===== src/hw/rtl/tlqs_pkg.sv =====
package tlqs_pkg;

   // Fixed field widths of the request, the response and the register port.
   localparam int ID_W        = 8;
   localparam int PRIO_W      = 4;
   localparam int BURST_IN_W  = 16;
   localparam int STATUS_W    = 3;
   localparam int CLASS_W     = 2;
   localparam int COUNT_OUT_W = 5;
   localparam int CTR_W       = 32;
   localparam int QUANTUM_W   = 8;
   localparam int CSR_IDX_W   = 2;
   localparam int CSR_DATA_W  = 8;

   // Request modes.
   localparam logic MODE_ARRIVE = 1'b0;
   localparam logic MODE_TICK   = 1'b1;

   // Response status codes.
   localparam logic [STATUS_W-1:0] ST_QUEUED_FORE = 3'd0;
   localparam logic [STATUS_W-1:0] ST_QUEUED_BACK = 3'd1;
   localparam logic [STATUS_W-1:0] ST_DROP_ZERO   = 3'd2;
   localparam logic [STATUS_W-1:0] ST_DROP_FULL   = 3'd3;
   localparam logic [STATUS_W-1:0] ST_TICK_DONE   = 3'd4;

   // Class that ran on a tick.
   localparam logic [CLASS_W-1:0] CLS_IDLE = 2'd0;
   localparam logic [CLASS_W-1:0] CLS_FORE = 2'd1;
   localparam logic [CLASS_W-1:0] CLS_BACK = 2'd2;

   // Register indexes and reset values.
   localparam logic [CSR_IDX_W-1:0] CSR_QUANTUM  = 2'd0;
   localparam logic [CSR_IDX_W-1:0] CSR_FG_LIMIT = 2'd1;
   localparam logic [QUANTUM_W-1:0] QUANTUM_RESET  = 8'd5;
   localparam logic [PRIO_W-1:0]    FG_LIMIT_RESET = 4'd2;

   // Commands from the controller to the datapath.
   typedef struct packed {
      logic load;
      logic arrive;
      logic idle_tick;
      logic read_head;
      logic rotate;
      logic serve;
   } tlqs_cmd_type;

   // Status from the datapath to the controller.
   typedef struct packed {
      logic mode_tick;
      logic fore_busy;
      logic back_busy;
      logic rotate_due;
   } tlqs_stat_type;

endpackage


===== src/hw/rtl/tlqs_ram.sv =====
module tlqs_ram #(
   parameter int WIDTH = 24,
   parameter int DEPTH = 16
) (
   input  logic                     clock,
   input  logic                     wr_en,
   input  logic [$clog2(DEPTH)-1:0] wr_addr,
   input  logic [WIDTH-1:0]         wr_data,
   input  logic                     rd_en,
   input  logic [$clog2(DEPTH)-1:0] rd_addr,
   output logic [WIDTH-1:0]         rd_data
);

   logic [WIDTH-1:0] mem_ff [DEPTH];
   logic [WIDTH-1:0] rd_data_ff;

   // One write port and one registered read port.
   always_ff @(posedge clock) begin
      if (wr_en) begin
         mem_ff[wr_addr] <= wr_data;
      end
      if (rd_en) begin
         rd_data_ff <= mem_ff[rd_addr];
      end
   end

   assign rd_data = rd_data_ff;

endmodule


===== src/hw/rtl/tlqs_ctrl.sv =====
module tlqs_ctrl
   import tlqs_pkg::*;
(
   input  logic          clock,
   input  logic          reset,
   input  logic          start,
   input  tlqs_stat_type stat,
   output logic          busy,
   output tlqs_cmd_type  cmd
);

   typedef enum logic [1:0] {
      S_IDLE,
      S_DECIDE,
      S_FETCH,
      S_HEAD
   } state_type;

   state_type state_ff, state_in;
   logic      rot_pending_ff, rot_pending_in;
   logic      busy_ff, busy_in;

   // Sequence one request: decide, and for a tick that serves a job read the queue head and act on it.
   always_comb begin
      state_in       = state_ff;
      rot_pending_in = rot_pending_ff;
      cmd            = '0;
      case (state_ff)
         S_IDLE: begin
            if (start) begin
               cmd.load = 1'b1;
               state_in = S_DECIDE;
            end
         end
         S_DECIDE: begin
            if (!stat.mode_tick) begin
               cmd.arrive = 1'b1;
               state_in   = S_IDLE;
            end else if (!stat.fore_busy && !stat.back_busy) begin
               cmd.idle_tick = 1'b1;
               state_in      = S_IDLE;
            end else begin
               cmd.read_head  = 1'b1;
               rot_pending_in = stat.rotate_due;
               state_in       = S_HEAD;
            end
         end
         S_HEAD: begin
            if (rot_pending_ff) begin
               cmd.rotate     = 1'b1;
               rot_pending_in = 1'b0;
               state_in       = S_FETCH;
            end else begin
               cmd.serve = 1'b1;
               state_in  = S_IDLE;
            end
         end
         S_FETCH: begin
            cmd.read_head = 1'b1;
            state_in      = S_HEAD;
         end
         default: begin
            state_in = S_IDLE;
         end
      endcase
      busy_in = (state_in != S_IDLE);
   end

   // State and registered busy flag.
   always_ff @(posedge clock) begin
      if (reset) begin
         state_ff       <= S_IDLE;
         rot_pending_ff <= 1'b0;
         busy_ff        <= 1'b0;
      end else begin
         state_ff       <= state_in;
         rot_pending_ff <= rot_pending_in;
         busy_ff        <= busy_in;
      end
   end

   assign busy = busy_ff;

endmodule


===== src/hw/rtl/tlqs_datapath.sv =====
module tlqs_datapath
   import tlqs_pkg::*;
#(
   parameter int QUEUE_DEPTH = 16,
   parameter int BURST_BITS  = 16
) (
   input  logic                   clock,
   input  logic                   reset,
   input  tlqs_cmd_type           cmd,
   output tlqs_stat_type          stat,
   input  logic                   req_mode,
   input  logic [ID_W-1:0]        req_job_id,
   input  logic [BURST_IN_W-1:0]  req_burst_length,
   input  logic [PRIO_W-1:0]      req_job_priority,
   input  logic                   csr_valid,
   output logic                   csr_ready,
   input  logic [CSR_IDX_W-1:0]   csr_index,
   input  logic [CSR_DATA_W-1:0]  csr_data,
   output logic                   rsp_valid,
   output logic [STATUS_W-1:0]    rsp_status,
   output logic [CLASS_W-1:0]     rsp_ran_class,
   output logic [ID_W-1:0]        rsp_ran_job,
   output logic                   rsp_job_finished,
   output logic [COUNT_OUT_W-1:0] rsp_fore_count,
   output logic [COUNT_OUT_W-1:0] rsp_back_count,
   output logic [CTR_W-1:0]       rsp_ticks_elapsed,
   output logic [CTR_W-1:0]       rsp_ticks_busy,
   output logic [CTR_W-1:0]       rsp_wait_total
);

   localparam int IDX_W = $clog2(QUEUE_DEPTH);
   localparam int CNT_W = $clog2(QUEUE_DEPTH + 1);
   localparam int ENT_W = ID_W + BURST_BITS;
   localparam logic [CNT_W-1:0] FILL_FULL = CNT_W'(QUEUE_DEPTH);
   localparam logic [CNT_W:0]   DEPTH_X   = (CNT_W + 1)'(QUEUE_DEPTH);
   localparam logic [32:0]      BURST_MAX = (33'd1 << BURST_BITS) - 33'd1;

   // Circular slot: base plus offset, wrapped once at the queue depth.
   function automatic logic [IDX_W-1:0] slot_of(input logic [IDX_W-1:0] base,
                                                input logic [CNT_W-1:0] off);
      logic [CNT_W:0] sum;
      sum = (CNT_W + 1)'(base) + (CNT_W + 1)'(off);
      if (sum >= DEPTH_X) begin
         sum = sum - DEPTH_X;
      end
      return sum[IDX_W-1:0];
   endfunction

   // Captured request.
   logic                  mode_ff;
   logic [ID_W-1:0]       id_ff;
   logic [BURST_IN_W-1:0] burst_ff;
   logic [PRIO_W-1:0]     prio_ff;

   // Configuration registers.
   logic [QUANTUM_W-1:0] quantum_ff;
   logic [PRIO_W-1:0]    limit_ff;

   // Queue pointers, phase and counters.
   logic [IDX_W-1:0] fore_head_ff, fore_head_in, back_head_ff, back_head_in;
   logic [CNT_W-1:0] fore_fill_ff, fore_fill_in, back_fill_ff, back_fill_in;
   logic [QUANTUM_W-1:0] phase_ff, phase_in;
   logic [CTR_W-1:0] elapsed_ff, elapsed_in, busy_cnt_ff, busy_cnt_in, wait_ff, wait_in;

   // Response registers.
   logic                rsp_valid_ff, rsp_valid_in;
   logic [STATUS_W-1:0] status_ff, status_in;
   logic [CLASS_W-1:0]  class_ff, class_in;
   logic [ID_W-1:0]     job_ff, job_in;
   logic                fin_ff, fin_in;

   // Queue memory ports.
   logic             fore_we, back_we;
   logic [IDX_W-1:0] fore_waddr, back_waddr;
   logic [ENT_W-1:0] fore_wdata, back_wdata, fore_rd, back_rd;

   // Decoded values.
   logic                  use_fore, goes_fore, finished;
   logic [ENT_W-1:0]      head_ent;
   logic [BURST_BITS-1:0] head_rem, rem_dec, burst_sat;
   logic [ID_W-1:0]       head_id;
   logic [32:0]           burst_ext, wait_sum;
   logic [CNT_W-1:0]      tgt_fill;
   logic [CNT_W:0]        wait_add;
   logic [QUANTUM_W:0]    quantum_eff, phase_plus;
   logic [QUANTUM_W-1:0]  phase_next;
   logic [CTR_W-1:0]      elapsed_next;

   tlqs_ram #(.WIDTH(ENT_W), .DEPTH(QUEUE_DEPTH)) u_fore_ram (
      .clock   (clock),
      .wr_en   (fore_we),
      .wr_addr (fore_waddr),
      .wr_data (fore_wdata),
      .rd_en   (cmd.read_head),
      .rd_addr (fore_head_ff),
      .rd_data (fore_rd)
   );

   tlqs_ram #(.WIDTH(ENT_W), .DEPTH(QUEUE_DEPTH)) u_back_ram (
      .clock   (clock),
      .wr_en   (back_we),
      .wr_addr (back_waddr),
      .wr_data (back_wdata),
      .rd_en   (cmd.read_head),
      .rd_addr (back_head_ff),
      .rd_data (back_rd)
   );

   // Shared decode of the captured request, the head entry and the tick math.
   always_comb begin
      use_fore  = (fore_fill_ff != '0);
      goes_fore = (prio_ff <= limit_ff);
      tgt_fill  = goes_fore ? fore_fill_ff : back_fill_ff;

      burst_ext = 33'(burst_ff);
      burst_sat = BURST_BITS'((burst_ext > BURST_MAX) ? BURST_MAX : burst_ext);

      head_ent = use_fore ? fore_rd : back_rd;
      head_rem = head_ent[BURST_BITS-1:0];
      head_id  = head_ent[ENT_W-1:BURST_BITS];
      rem_dec  = (head_rem == '0) ? '0 : head_rem - BURST_BITS'(1);
      finished = (rem_dec == '0);

      // Waiting jobs: everyone in line but the one that runs.
      if (use_fore) begin
         wait_add = (CNT_W + 1)'(fore_fill_ff) - (CNT_W + 1)'(1)
                    + (CNT_W + 1)'(back_fill_ff);
      end else begin
         wait_add = (CNT_W + 1)'(back_fill_ff) - (CNT_W + 1)'(1);
      end
      wait_sum = {1'b0, wait_ff} + 33'(wait_add);

      // A quantum of zero acts as one.
      quantum_eff  = (quantum_ff == '0) ? (QUANTUM_W + 1)'(1) : {1'b0, quantum_ff};
      phase_plus   = {1'b0, phase_ff} + (QUANTUM_W + 1)'(1);
      phase_next   = (phase_plus >= quantum_eff) ? '0 : phase_plus[QUANTUM_W-1:0];
      elapsed_next = (elapsed_ff == '1) ? elapsed_ff : elapsed_ff + CTR_W'(1);
   end

   // Next-state logic for every command.
   always_comb begin
      fore_head_in = fore_head_ff;
      back_head_in = back_head_ff;
      fore_fill_in = fore_fill_ff;
      back_fill_in = back_fill_ff;
      phase_in     = phase_ff;
      elapsed_in   = elapsed_ff;
      busy_cnt_in  = busy_cnt_ff;
      wait_in      = wait_ff;
      rsp_valid_in = 1'b0;
      status_in    = status_ff;
      class_in     = class_ff;
      job_in       = job_ff;
      fin_in       = fin_ff;
      fore_we      = 1'b0;
      back_we      = 1'b0;
      fore_waddr   = slot_of(fore_head_ff, fore_fill_ff);
      back_waddr   = slot_of(back_head_ff, back_fill_ff);
      fore_wdata   = {id_ff, burst_sat};
      back_wdata   = {id_ff, burst_sat};

      // Arrival: push onto the chosen queue unless dropped.
      if (cmd.arrive) begin
         rsp_valid_in = 1'b1;
         class_in     = CLS_IDLE;
         job_in       = '0;
         fin_in       = 1'b0;
         if (burst_sat == '0) begin
            status_in = ST_DROP_ZERO;
         end else if (tgt_fill >= FILL_FULL) begin
            status_in = ST_DROP_FULL;
         end else if (goes_fore) begin
            fore_we      = 1'b1;
            fore_fill_in = fore_fill_ff + CNT_W'(1);
            status_in    = ST_QUEUED_FORE;
         end else begin
            back_we      = 1'b1;
            back_fill_in = back_fill_ff + CNT_W'(1);
            status_in    = ST_QUEUED_BACK;
         end
      end

      // Tick with both queues empty.
      if (cmd.idle_tick) begin
         rsp_valid_in = 1'b1;
         status_in    = ST_TICK_DONE;
         class_in     = CLS_IDLE;
         job_in       = '0;
         fin_in       = 1'b0;
         elapsed_in   = elapsed_next;
         phase_in     = phase_next;
      end

      // Quantum expiry: copy the foreground head to the tail.
      if (cmd.rotate) begin
         fore_we      = 1'b1;
         fore_wdata   = fore_rd;
         fore_head_in = slot_of(fore_head_ff, CNT_W'(1));
      end

      // Serve the head for one tick; it leaves when its work is done.
      if (cmd.serve) begin
         rsp_valid_in = 1'b1;
         status_in    = ST_TICK_DONE;
         class_in     = use_fore ? CLS_FORE : CLS_BACK;
         job_in       = head_id;
         fin_in       = finished;
         elapsed_in   = elapsed_next;
         phase_in     = phase_next;
         busy_cnt_in  = (busy_cnt_ff == '1) ? busy_cnt_ff : busy_cnt_ff + CTR_W'(1);
         wait_in      = wait_sum[32] ? '1 : wait_sum[CTR_W-1:0];
         if (use_fore) begin
            fore_waddr = fore_head_ff;
            fore_wdata = {head_id, rem_dec};
            fore_we    = !finished;
            if (finished) begin
               fore_head_in = slot_of(fore_head_ff, CNT_W'(1));
               fore_fill_in = fore_fill_ff - CNT_W'(1);
            end
         end else begin
            back_waddr = back_head_ff;
            back_wdata = {head_id, rem_dec};
            back_we    = !finished;
            if (finished) begin
               back_head_in = slot_of(back_head_ff, CNT_W'(1));
               back_fill_in = back_fill_ff - CNT_W'(1);
            end
         end
      end
   end

   // Control state with reset.
   always_ff @(posedge clock) begin
      if (reset) begin
         quantum_ff   <= QUANTUM_RESET;
         limit_ff     <= FG_LIMIT_RESET;
         fore_head_ff <= '0;
         back_head_ff <= '0;
         fore_fill_ff <= '0;
         back_fill_ff <= '0;
         phase_ff     <= '0;
         elapsed_ff   <= '0;
         busy_cnt_ff  <= '0;
         wait_ff      <= '0;
         rsp_valid_ff <= 1'b0;
      end else begin
         if (csr_valid) begin
            case (csr_index)
               CSR_QUANTUM:  quantum_ff <= csr_data;
               CSR_FG_LIMIT: limit_ff   <= csr_data[PRIO_W-1:0];
               default: begin
               end
            endcase
         end
         fore_head_ff <= fore_head_in;
         back_head_ff <= back_head_in;
         fore_fill_ff <= fore_fill_in;
         back_fill_ff <= back_fill_in;
         phase_ff     <= phase_in;
         elapsed_ff   <= elapsed_in;
         busy_cnt_ff  <= busy_cnt_in;
         wait_ff      <= wait_in;
         rsp_valid_ff <= rsp_valid_in;
      end
   end

   // Payload registers need no reset.
   always_ff @(posedge clock) begin
      if (cmd.load) begin
         mode_ff  <= req_mode;
         id_ff    <= req_job_id;
         burst_ff <= req_burst_length;
         prio_ff  <= req_job_priority;
      end
      status_ff <= status_in;
      class_ff  <= class_in;
      job_ff    <= job_in;
      fin_ff    <= fin_in;
   end

   // Status toward the controller.
   assign stat.mode_tick  = (mode_ff == MODE_TICK);
   assign stat.fore_busy  = use_fore;
   assign stat.back_busy  = (back_fill_ff != '0);
   assign stat.rotate_due = use_fore && (phase_ff == '0);

   // Counters and fills change only on the edge that raises the strobe.
   assign csr_ready         = 1'b1;
   assign rsp_valid         = rsp_valid_ff;
   assign rsp_status        = status_ff;
   assign rsp_ran_class     = class_ff;
   assign rsp_ran_job       = job_ff;
   assign rsp_job_finished  = fin_ff;
   assign rsp_fore_count    = COUNT_OUT_W'(fore_fill_ff);
   assign rsp_back_count    = COUNT_OUT_W'(back_fill_ff);
   assign rsp_ticks_elapsed = elapsed_ff;
   assign rsp_ticks_busy    = busy_cnt_ff;
   assign rsp_wait_total    = wait_ff;

endmodule


===== src/hw/rtl/two_level_queue_scheduler_top.sv =====
// Two-class job scheduler with a round-robin foreground queue and a FIFO
// background queue, each held in a single-port-write, registered-read memory
// of QUEUE_DEPTH entries. A request is taken at a clock edge where start is
// high and busy is low. Exactly one response follows for every request, shown
// for a single cycle with rsp_valid high; the receiver cannot stall it, so it
// must capture the response in that cycle. An arrival or an idle tick is
// handled in the decide state alone. A tick that serves a job goes on to the
// head state, and one that also rotates the foreground head at a quantum
// boundary passes the head, fetch and head states in turn, because each head
// access is a read followed by a write-back through the registered memory
// port. The register port (csr_ready is always high) must be written only
// while the block is idle; an index outside the register list is ignored.
module two_level_queue_scheduler_top
   import tlqs_pkg::*;
#(
   parameter int QUEUE_DEPTH = 16,
   parameter int BURST_BITS  = 16
) (
   input  logic                   clock,
   input  logic                   reset,
   input  logic                   start,
   output logic                   busy,
   input  logic                   req_mode,
   input  logic [ID_W-1:0]        req_job_id,
   input  logic [BURST_IN_W-1:0]  req_burst_length,
   input  logic [PRIO_W-1:0]      req_job_priority,
   input  logic                   csr_valid,
   output logic                   csr_ready,
   input  logic [CSR_IDX_W-1:0]   csr_index,
   input  logic [CSR_DATA_W-1:0]  csr_data,
   output logic                   rsp_valid,
   output logic [STATUS_W-1:0]    rsp_status,
   output logic [CLASS_W-1:0]     rsp_ran_class,
   output logic [ID_W-1:0]        rsp_ran_job,
   output logic                   rsp_job_finished,
   output logic [COUNT_OUT_W-1:0] rsp_fore_count,
   output logic [COUNT_OUT_W-1:0] rsp_back_count,
   output logic [CTR_W-1:0]       rsp_ticks_elapsed,
   output logic [CTR_W-1:0]       rsp_ticks_busy,
   output logic [CTR_W-1:0]       rsp_wait_total
);

   tlqs_cmd_type  cmd;
   tlqs_stat_type stat;

   // Sequencer for one request at a time.
   tlqs_ctrl u_ctrl (
      .clock (clock),
      .reset (reset),
      .start (start),
      .stat  (stat),
      .busy  (busy),
      .cmd   (cmd)
   );

   // Queues, counters and response registers.
   tlqs_datapath #(
      .QUEUE_DEPTH (QUEUE_DEPTH),
      .BURST_BITS  (BURST_BITS)
   ) u_datapath (
      .clock             (clock),
      .reset             (reset),
      .cmd               (cmd),
      .stat              (stat),
      .req_mode          (req_mode),
      .req_job_id        (req_job_id),
      .req_burst_length  (req_burst_length),
      .req_job_priority  (req_job_priority),
      .csr_valid         (csr_valid),
      .csr_ready         (csr_ready),
      .csr_index         (csr_index),
      .csr_data          (csr_data),
      .rsp_valid         (rsp_valid),
      .rsp_status        (rsp_status),
      .rsp_ran_class     (rsp_ran_class),
      .rsp_ran_job       (rsp_ran_job),
      .rsp_job_finished  (rsp_job_finished),
      .rsp_fore_count    (rsp_fore_count),
      .rsp_back_count    (rsp_back_count),
      .rsp_ticks_elapsed (rsp_ticks_elapsed),
      .rsp_ticks_busy    (rsp_ticks_busy),
      .rsp_wait_total    (rsp_wait_total)
   );

endmodule


===== config.mk =====
export PLATFORM = sky130hd
export DESIGN_NAME = two_level_queue_scheduler_top
export DESIGN_NICKNAME = d
export VERILOG_FILES = /design/src/hw/rtl/tlqs_pkg.sv /design/src/hw/rtl/tlqs_ram.sv /design/src/hw/rtl/tlqs_ctrl.sv /design/src/hw/rtl/tlqs_datapath.sv /design/src/hw/rtl/two_level_queue_scheduler_top.sv
export SDC_FILE = /design/constraint.sdc
export NUM_CORES = 1
export LEC_CHECK = 0
export BUFFER_PORTS_ARGS = -buffer_cell sky130_fd_sc_hd__buf_4
export CORE_MARGIN = 8
export CORE_UTILIZATION = 62
export CTS_CLUSTER_SIZE = 25
export DETAILED_ROUTE_END_ITERATION = 10
export PLACE_DENSITY_LB_ADDON = 0.12
export SYNTH_ARGS = -nofsm -noshare
export SYNTH_HDL_FRONTEND = slang
export SYNTH_SLANG_ARGS = --single-unit

===== constraint.sdc =====
create_clock -name clock -period 8.85 [get_ports clock]
set_input_delay 0.885 -clock clock [delete_from_list [all_inputs] [get_ports clock]]
set_output_delay 0.885 -clock clock [all_outputs]
set_load 0.02 [all_outputs]

==> results of run 1 <==
-- critical path, cell delays in order (launching register included) --
cell and delay (ns):
dfxtp_1 0.38, inv_1 0.18, ha_1 0.21, nor4b_2 0.19, buf_4 0.45, mux2i_1 0.31, ha_1 0.35, or3b_2 0.51
or3_1 0.38, o2bb2ai_1 0.16, xor2_1 0.27, nor4_1 0.10, a41o_2 0.45, o31ai_1 0.33, nand2_1 0.26, nor2_2 1.01
-- registers in the layout, indices dropped and copies added, names as in the netlist, 16 cells and up --
| name | flops |
|---|---|
| u_datapath.burst_ff | 16 |
| u_datapath.u_fore_ram.rd_data | 24 |
| u_datapath.u_back_ram.rd_data | 24 |
| u_datapath.u_back_ram.mem_ff | 384 |
| u_datapath.u_fore_ram.mem_ff | 384 |
| u_datapath.rsp_ticks_elapsed | 32 |
| u_datapath.rsp_wait_total | 32 |
| u_datapath.rsp_ticks_busy | 32 |
-- power groups by stage --
stage,sequential [uW],clock [uW],combinational [uW]
2_1_floorplan,5870,0,829
3_3_place_gp,5870,0,1510
3_5_place_dp,5880,0,1560
4_1_cts,5780,4400,1570
5_1_grt,5800,4570,1690
6_report,5790,4340,1580
-- final cells by class --
cell class	instances	area (sq um)	area share (%)
clock inverters	58	797	1.69
repair buffers	234	1760	3.73
inverters	65	244	0.518
multi-input cells	1443	12100	25.6
clock buffers	120	2570	5.45
well taps	864	1080	2.30
flip-flops and latches	998	28600	60.7
-- worst paths after layout --
kind	slack [ns]	to	from	cells past startpoint
setup / recovery	2.89	u_datapath.u_back_ram.mem_ff[12][12]	u_datapath.rsp_fore_count[1]	15
hold / removal	0.40	u_datapath.burst_ff[5]	req_burst_length[5]	1
setup reg to reg	2.89	u_datapath.u_back_ram.mem_ff[12][12]	u_datapath.rsp_fore_count[1]	15
hold reg to reg	0.48	u_datapath.quantum_ff[0]	u_datapath.quantum_ff[0]	2
-- cells by family (layout without fill, tap and decap cells) --
family	Yosys count	count (layout)	share of synthesized area, %
AND/OR/NAND/NOR	614	614	7.04
buffers and inverters	193	477	1.83
XOR/XNOR	103	103	2.19
adder cells (fa/ha/maj)	55	55	1.74
other	1	1	0.00909
AO/OA/AOI/OAI	366	366	5.45
multiplexers	304	304	12.6
flip-flops	998	998	69.2
-- placed cells by master (no fill, tap or decap), drive strengths merged, types with 5 or more instances in the layout --
| cell | netlist | routed |
|---|---|---|
| edfxtp | 856 | 856 |
| buf | 41 | 234 |
| nand2 | 185 | 185 |
| nor2 | 173 | 173 |
| mux4 | 168 | 168 |
| dfxtp | 142 | 142 |
| clkbuf | 87 | 120 |
| a21oi | 118 | 118 |
| o21ai | 108 | 108 |
| mux2i | 104 | 104 |
| inv | 65 | 71 |
| nand3 | 60 | 60 |
| xor2 | 53 | 53 |
| ha | 51 | 51 |
| xnor2 | 50 | 50 |
| nor3 | 37 | 37 |
| clkinv | 0 | 33 |
| mux2 | 32 | 32 |
| and3 | 28 | 28 |
| a221oi | 26 | 26 |
| a22oi | 26 | 26 |
| nor4 | 23 | 23 |
| or3 | 23 | 23 |
| and2 | 21 | 21 |
| nand4 | 18 | 18 |
| bufinv | 0 | 17 |
| a211oi | 15 | 15 |
| a21o | 11 | 11 |
| a31oi | 11 | 11 |
| and4 | 10 | 10 |
| or4 | 9 | 9 |
| nand2b | 7 | 7 |
| o31ai | 6 | 6 |
| o21a | 5 | 5 |
| o211ai | 5 | 5 |
| nand4b | 5 | 5 |
-- through the flow --
stage	util (%)	instance area, sq um	total power [uW]	worst slack, ns
2_1_floorplan	-	41300	6700	2.60
3_3_place_gp	66.4	43700	7370	3.07
3_5_place_dp	66.4	43700	7440	2.97
4_1_cts	71.5	47100	11700	2.93
5_1_grt	71.5	47100	12100	2.43
6_report	71.5	47100	11700	2.89
-- routing by layer --
layer	track usage, %	vias up
met5	0	-
li1	-	10700
met1	38.4	12400
met4	8.01	0
met3	5.81	189
met2	42.8	1319
==> impl_metrics.toml, run 1 <==
[logic_synthesis]
synth_area_sq_mm = 0.0413
syn_inst = 2634
syn_nets = 2732
postSynthAreaPerCell_sq_um = 15.7
yosys_register_bits = 998
synth_edf_count = 856
synth_top_area_share_pct = 62.3
yosys.cell_count.top_type = "edfxtp_1"
yosysSeqAreaShare_pct = 69.2
yosysTopAreaCell = "edfxtp_1"
ys.flop_type = "edfxtp_1"
async_flop_share_pct = 0
ys_warn_count = 0
synth.top_cells.by_count = "edfxtp_1 (856), nand2_1 (184), nor2_1 (173)"
synth_area_leaders = "edfxtp_1 (62%), mux4_2 (9.2%), dfxtp_1 (6.9%)"
ys_types = 69

[sta]
slew_headroom_pct = 12.5
drv_slew = 0
fin_crit_ns = 5.96
finalSetupViolations = 0
hold_violations = 0
rsz0062_at_grt = "false"
hold_ws_ns = 0.401
fmax_mhz = 168
worst_pin_slew_ns = 1.31
finalCritPeriodShare_pct = 67.3
fin_skew_ns = 0.0174
fin_tns_setup_ns = 0

[place]
dp.cells = 3604
place_congestion = 0.899
portBuffers = 164
dp_hpwl_mm = 67.5

[detailed_routing]
vias_per_cell = 6.51
dr_wl_met2_mm = 48.6
ant_nets = 0
wl_per_cell_microns = 27.3
wirelength_mm = 103
vias = 24600
drt-initial-drc-count = 3027
wl_met1_mm = 41.3
drc_errors = 0
routed.top_layer = "met4"
routed-wl-met3_mm = 10.2
first_pass_iters = 6

[floorplanning]
num_io_pins = 166
dieArea_sq_mm = 0.0751
die_height_microns = 274
core_sq_mm = 0.0659
start_util_pct = 62.7
placementRows = 94
die_w_microns = 274

[setup_path]
crit_path_start_kind = "flip-flop"
required_ns = 9.11
path_class = "reg -> reg"
endpoint_kind = "flip-flop"
path_max_fanout = 38
cp.arrival_ns = 6.22

[cts]
htreeDepth = 3
clockBufferDepth = 3
cts_hold_buf = 0
clock_latency_ns = 0.66
cts_tree = "done"
cts_resized = 0
cts_setup_buffers = 0
root_buffer = "clkbuf_16"
clock_sinks = 998
clk_pin_slew_ns = 0.06
numCtsBuffers = 97

[power_and_ir_drop]
pwr-share-clk_pct = 37.1
internal-power_uw = 8670
switchingPower_uw = 3050
power_density_mw_per_mm2 = 249
peakVddDrop_mv = 0.202
seq_power_share_pct = 49.4
cellLeakagePower_uw = 0.0156
swShare_pct = 26.0
power_frac_comb_pct = 13.5

[grt]
grt_util_all_layers_pct = 27.2
grt_pass1_vias = 24100
antenna_found_initial = 2
grt_first_pass_wirelength_mm = 153
grt-ovfl-total = 0
grt_max_degree = 89

[final_layout]
diodes = 0
final_cells = 3782
drive_gt1_share_pct = 21.7
syn2layout_area_growth_pct = 14.1
final_nets = 2937
final.fill_count = 4096

[hold_path]
hold_class = "in -> reg"

[run]
cap_violations = 0

[outcome]
status = "finished, final reports clean"
(Power assumes the default switching activity.)
==> inputs of run 2 (changes only) <==
==> constraint.sdc (replaced) <==
create_clock -name clock -period 6 [get_ports clock]
set_input_delay 0.6 -clock clock [delete_from_list [all_inputs] [get_ports clock]]
set_output_delay 0.6 -clock clock [all_outputs]
set_load 0.02 [all_outputs]
==> impl_metrics.toml, run 2 (synthesis gave the netlist of run 1 again) <==
[sta]
fin_skew_ns = 0.0331
hold_violations = 0
finalCritPeriodShare_pct = 93.9
worst_pin_slew_ns = 1.28
rsz0062_at_grt = "false"
drv_slew = 0
finalSetupViolations = 0
fin_crit_ns = 5.63
hold_ws_ns = 0.127
slew_headroom_pct = 13.9
finalWorstSetupSlack_ns = 0.368
fmax_mhz = 178

[power_and_ir_drop]
peakVddDrop_mv = 0.235
totalPowerFinal_uw = 17000
power_density_mw_per_mm2 = 360
cellLeakagePower_uw = 0.0156

[grt]
grt-ovfl-total = 0
grt_util_all_layers_pct = 26.7
grt_first_pass_wirelength_mm = 152
grt_pass1_vias = 24100
antenna_found_initial = 4
grt_max_degree = 111

[hold_path]
hold_depth = 1
hold_class = "in -> reg"

[detailed_routing]
drt-initial-drc-count = 3056
drc_errors = 0
vias_per_cell = 6.48
first_pass_iters = 8
vias = 24500
wirelength_mm = 101
wl_per_cell_microns = 26.7
ant_nets = 0

[setup_path]
crit_path_start = "u_datapath.rsp_fore_count[1]"
endpoint_kind = "flip-flop"
slowest_delay_ns = 0.57
required_ns = 6.34
path_cells = "inv_1 -> ha_1 -> nor4b_2 -> mux2i_1 -> ha_1 -> or3b_2 -> or3_1 -> o2bb2ai_1 -> xor2_1 -> nor4_1 -> a41o_2 -> o31ai_1 -> nand2_1 -> nor2_2 -> buf_4"
cp.arrival_ns = 5.97
crit_path_start_kind = "flip-flop"
r2r_start = "u_datapath.rsp_fore_count[1]"
path_class = "reg -> reg"
path_max_fanout = 12
reg2reg_depth = 15
rrSetupSlack_ns = 0.37
cpMostUsedCell = "ha_1"
r2r_end = "u_datapath.u_back_ram.mem_ff[12][22]"
cp_slowest_cell = "nor2_2"
crit_path_end = "u_datapath.u_back_ram.mem_ff[12][22]"

[floorplanning]
start_util_pct = 62.7
die_height_microns = 274
core_sq_mm = 0.0659
placementRows = 94
die_w_microns = 274
num_io_pins = 166
dieArea_sq_mm = 0.0751

[place]
dpl_worst_slack_ns = 0.537
portBuffers = 164
dp_hpwl_mm = 66.8
place_congestion = 0.914
dp.cells = 3612

[cts]
clock_sinks = 998
cts_tree = "done"
cts_hold_buf = 0
htreeDepth = 3
cts_setup_buffers = 0
root_buffer = "clkbuf_16"
clock_latency_ns = 0.65
numCtsBuffers = 97
clk_pin_slew_ns = 0.06
clockBufferDepth = 3
cts_resized = 0

[final_layout]
final_cell_mix = "edfxtp_1 (856), buf_4 (231), nand2_1 (184)"
multi_input_area_sq_mm = 0.0121
seq_area_sq_mm = 0.0286
final.fill_count = 4070
utilization_pct = 71.5
final_cells = 3791
mostFrequentLayoutCell = "edfxtp_1"
final_nets = 2945
drive_gt1_share_pct = 21.9
syn2layout_area_growth_pct = 14.1
top_regs = "u_datapath.u_back_ram.mem_ff: 384 flops, u_datapath.u_fore_ram.mem_ff: 384 flops"

[run]
cap_violations = 0

[outcome]
status = "finished, final reports clean"
==> run 2: cell type report <==
class,instances,area share [%]
diodes,1,0.00531
clock buffers,123,5.59
clock inverters,55,1.18
inverters,65,0.518
multi-input cells,1443,25.6
flip-flops and latches,998,60.6
well taps,864,2.30
repair buffers,242,4.15
==> run 2: worst min-delay path by stage <==
stage | startpoint | endpoint | slack, ns
after floorplan | u_datapath.quantum_ff[0] | u_datapath.quantum_ff[0] | 0.44
after global placement | u_datapath.rsp_status[2] | u_datapath.rsp_status[2] | 0.46
after detailed placement | u_datapath.rsp_status[2] | u_datapath.rsp_status[2] | 0.47
after CTS | req_job_priority[2] | u_datapath.prio_ff[2] | 0.1
after global routing | req_burst_length[14] | u_datapath.burst_ff[14] | 0.11
final | req_burst_length[4] | u_datapath.burst_ff[4] | 0.13
==> run 2: through the flow <==
| step | setup TNS, ns | area (sq um) |
|---|---|---|
| 6_report | 0 | 47100 |
| 5_1_grt | 0 | 47100 |
| 4_1_cts | 0 | 47100 |
| 3_5_place_dp | 0 | 43900 |
| 3_3_place_gp | 0 | 43900 |
| 2_1_floorplan | -68.28 | 41300 |
==> run 2: worst max-delay path, delay by kind of cell, from the launching register on <==
| kind | cells | cell delay (ns) |
|---|---|---|
| compound gates | 3 | 0.94 |
| xor+xnor | 1 | 0.28 |
| fa+ha+maj | 2 | 0.59 |
| buf+inv | 2 | 0.49 |
| flops | 1 | 0.38 |
| mux | 1 | 0.33 |
| simple gates | 6 | 2.31 |
==> run 2: where the power goes <==
part	total [uW]	switching (uW)	internal (uW)	leakage [uW]
registers	8540	213	8320	0.00887
logic	2330	1660	675	0.00518
clock network	6080	2550	3540	0.00158
total	17000	4420	12500	0.0156
==> run 2: routing by layer <==
metal | up-vias | global-route usage, % | share of wire [%]
met5 | - | 0 | 0.013
met4 | 2 | 7.86 | 2.6
met3 | 181 | 5.85 | 10
met2 | 1254 | 42.4 | 47
met1 | 12400 | 37.4 | 40
li1 | 10700 | - | -
==> inputs of run 3 (changes only) <==
--- a/config.mk
+++ b/config.mk
@@ -6,7 +6,6 @@
 export NUM_CORES = 1
 export LEC_CHECK = 0
 export BUFFER_PORTS_ARGS = -buffer_cell sky130_fd_sc_hd__buf_4
-export CORE_MARGIN = 8
 export CORE_UTILIZATION = 62
 export CTS_CLUSTER_SIZE = 25
 export DETAILED_ROUTE_END_ITERATION = 10
==> impl_metrics.toml, run 3 (synthesis gave the netlist of run 1 again) <==
[outcome]
status = "finished, final reports clean"

[final_layout]
drive_gt1_share_pct = 21.7
syn2layout_area_growth_pct = 14.2
final_nets = 2951
utilization_pct = 71.5
diodes = 0
mostFrequentLayoutCell = "edfxtp_1"
final_cell_mix = "edfxtp_1 (856), buf_4 (245), nand2_1 (184)"
top_regs = "u_datapath.u_back_ram.mem_ff: 384 flops, u_datapath.u_fore_ram.mem_ff: 384 flops"

[sta]
drv_slew = 0
finalWorstSetupSlack_ns = 0.393
rsz0062_at_grt = "false"
finalCritPeriodShare_pct = 93.4
fmax_mhz = 178
worst_pin_slew_ns = 1.27
finalSetupViolations = 0
slew_headroom_pct = 15.3
fin_skew_ns = 0.0262
hold_ws_ns = 0.117
hold_violations = 0
fin_tns_setup_ns = 0
fin_crit_ns = 5.61

[hold_path]
hold_class = "in -> reg"

[cts]
clock_latency_ns = 0.66
cts_hold_buf = 0
root_buffer = "clkbuf_16"
clk_pin_slew_ns = 0.06
clockBufferDepth = 3
clock_sinks = 998
htreeDepth = 3
cts_tree = "done"
numCtsBuffers = 97

[setup_path]
cp_slowest_cell = "or3b_4"
slowest_delay_ns = 0.46
cp.arrival_ns = 5.94
path_cells = "inv_1 -> ha_1 -> nor4b_4 -> mux2i_1 -> ha_1 -> nor3b_1 -> or3b_4 -> o2bb2ai_1 -> xor2_1 -> nor4_1 -> a41o_2 -> o31ai_1 -> nand2_1 -> nor2_2 -> buf_4"
rrSetupSlack_ns = 0.39
cp_top_family = "simple AND/OR/NAND/NOR gates"
required_ns = 6.33
endpoint_kind = "flip-flop"
path_max_fanout = 17
worst-path-buf-inv = 2
path_class = "reg -> reg"
crit_path_start_kind = "flip-flop"
cpMostUsedCell = "ha_1"

[detailed_routing]
wl_per_cell_microns = 26.1
first_pass_iters = 6
wirelength_mm = 99.0
vias_per_cell = 6.43
vias = 24400
drc_errors = 0
ant_nets = 0
drt-initial-drc-count = 2796

[place]
place_congestion = 0.885
portBuffers = 164
dpl_worst_slack_ns = 0.354
dp_hpwl_mm = 63.9

[power_and_ir_drop]
power_density_mw_per_mm2 = 362
cellLeakagePower_uw = 0.0157
peakVddDrop_mv = 0.425

[floorplanning]
placementRows = 94
start_util_pct = 62.7
dieArea_sq_mm = 0.0676
die_height_microns = 260
num_io_pins = 166
core_sq_mm = 0.0659
die_w_microns = 260

[run]
cap_violations = 0

[grt]
grt_max_degree = 87
grt_util_all_layers_pct = 29.6
grt-ovfl-total = 0
grt_pass1_vias = 24000
antenna_found_initial = 1
grt_first_pass_wirelength_mm = 148
-- run 3: routing by layer --
layer | track usage [%] | up-vias | share of wire, %
li1 | - | 10700 | -
met5 | 0 | - | 0
met3 | 5.22 | 179 | 8.2
met2 | 48.6 | 1172 | 50
met1 | 40.6 | 12400 | 39
met4 | 9.15 | 0 | 2.8
-- run 3: cell type report --
type,instances,area (sq um)
Clock buffer,119,2510
Tap cell,864,1080
Timing Repair Buffer,248,1900
Clock inverter,60,747
Inverter,65,244
Fill cell,4131,18800
Multi-Input combinational cell,1443,12100
Sequential cell,998,28600
-- run 3: power breakdown --
part	internal, uW	leakage, uW	switching, uW
Sequential	8320	0.00887	204
Combinational	685	0.00520	1620
Clock	3670	0.00158	2570
Total	12700	0.0157	4390
-- run 3: final timing paths --
path | depth (start not counted) | start | endpoint
max | 15 | u_datapath.rsp_fore_count[1] | u_datapath.u_back_ram.mem_ff[10][7]
min | 1 | req_job_priority[0] | u_datapath.prio_ff[0]
max reg2reg | 15 | u_datapath.rsp_fore_count[1] | u_datapath.u_back_ram.mem_ff[10][7]
min reg2reg | 2 | u_datapath.rsp_status[2] | u_datapath.rsp_status[2]
-- run 3: through the flow --
step / cells / area [sq um] / power, uW
2_1_floorplan: 2634 / 41300 / 9890
3_3_place_gp: 3618 / 43800 / 10800
3_5_place_dp: 3618 / 43800 / 10900
4_1_cts: 3797 / 47100 / 17100
5_1_grt: 3797 / 47100 / 17600
6_report: 3797 / 47100 / 17100
-- run 3: timing repair --
| item | 4_1_cts | 5_1_grt |
|---|---|---|
| setup buffers | 0 | 0 |
| endpoints found under the setup margin | 0 | 17 |
| gates resized for setup | 0 | 1 |
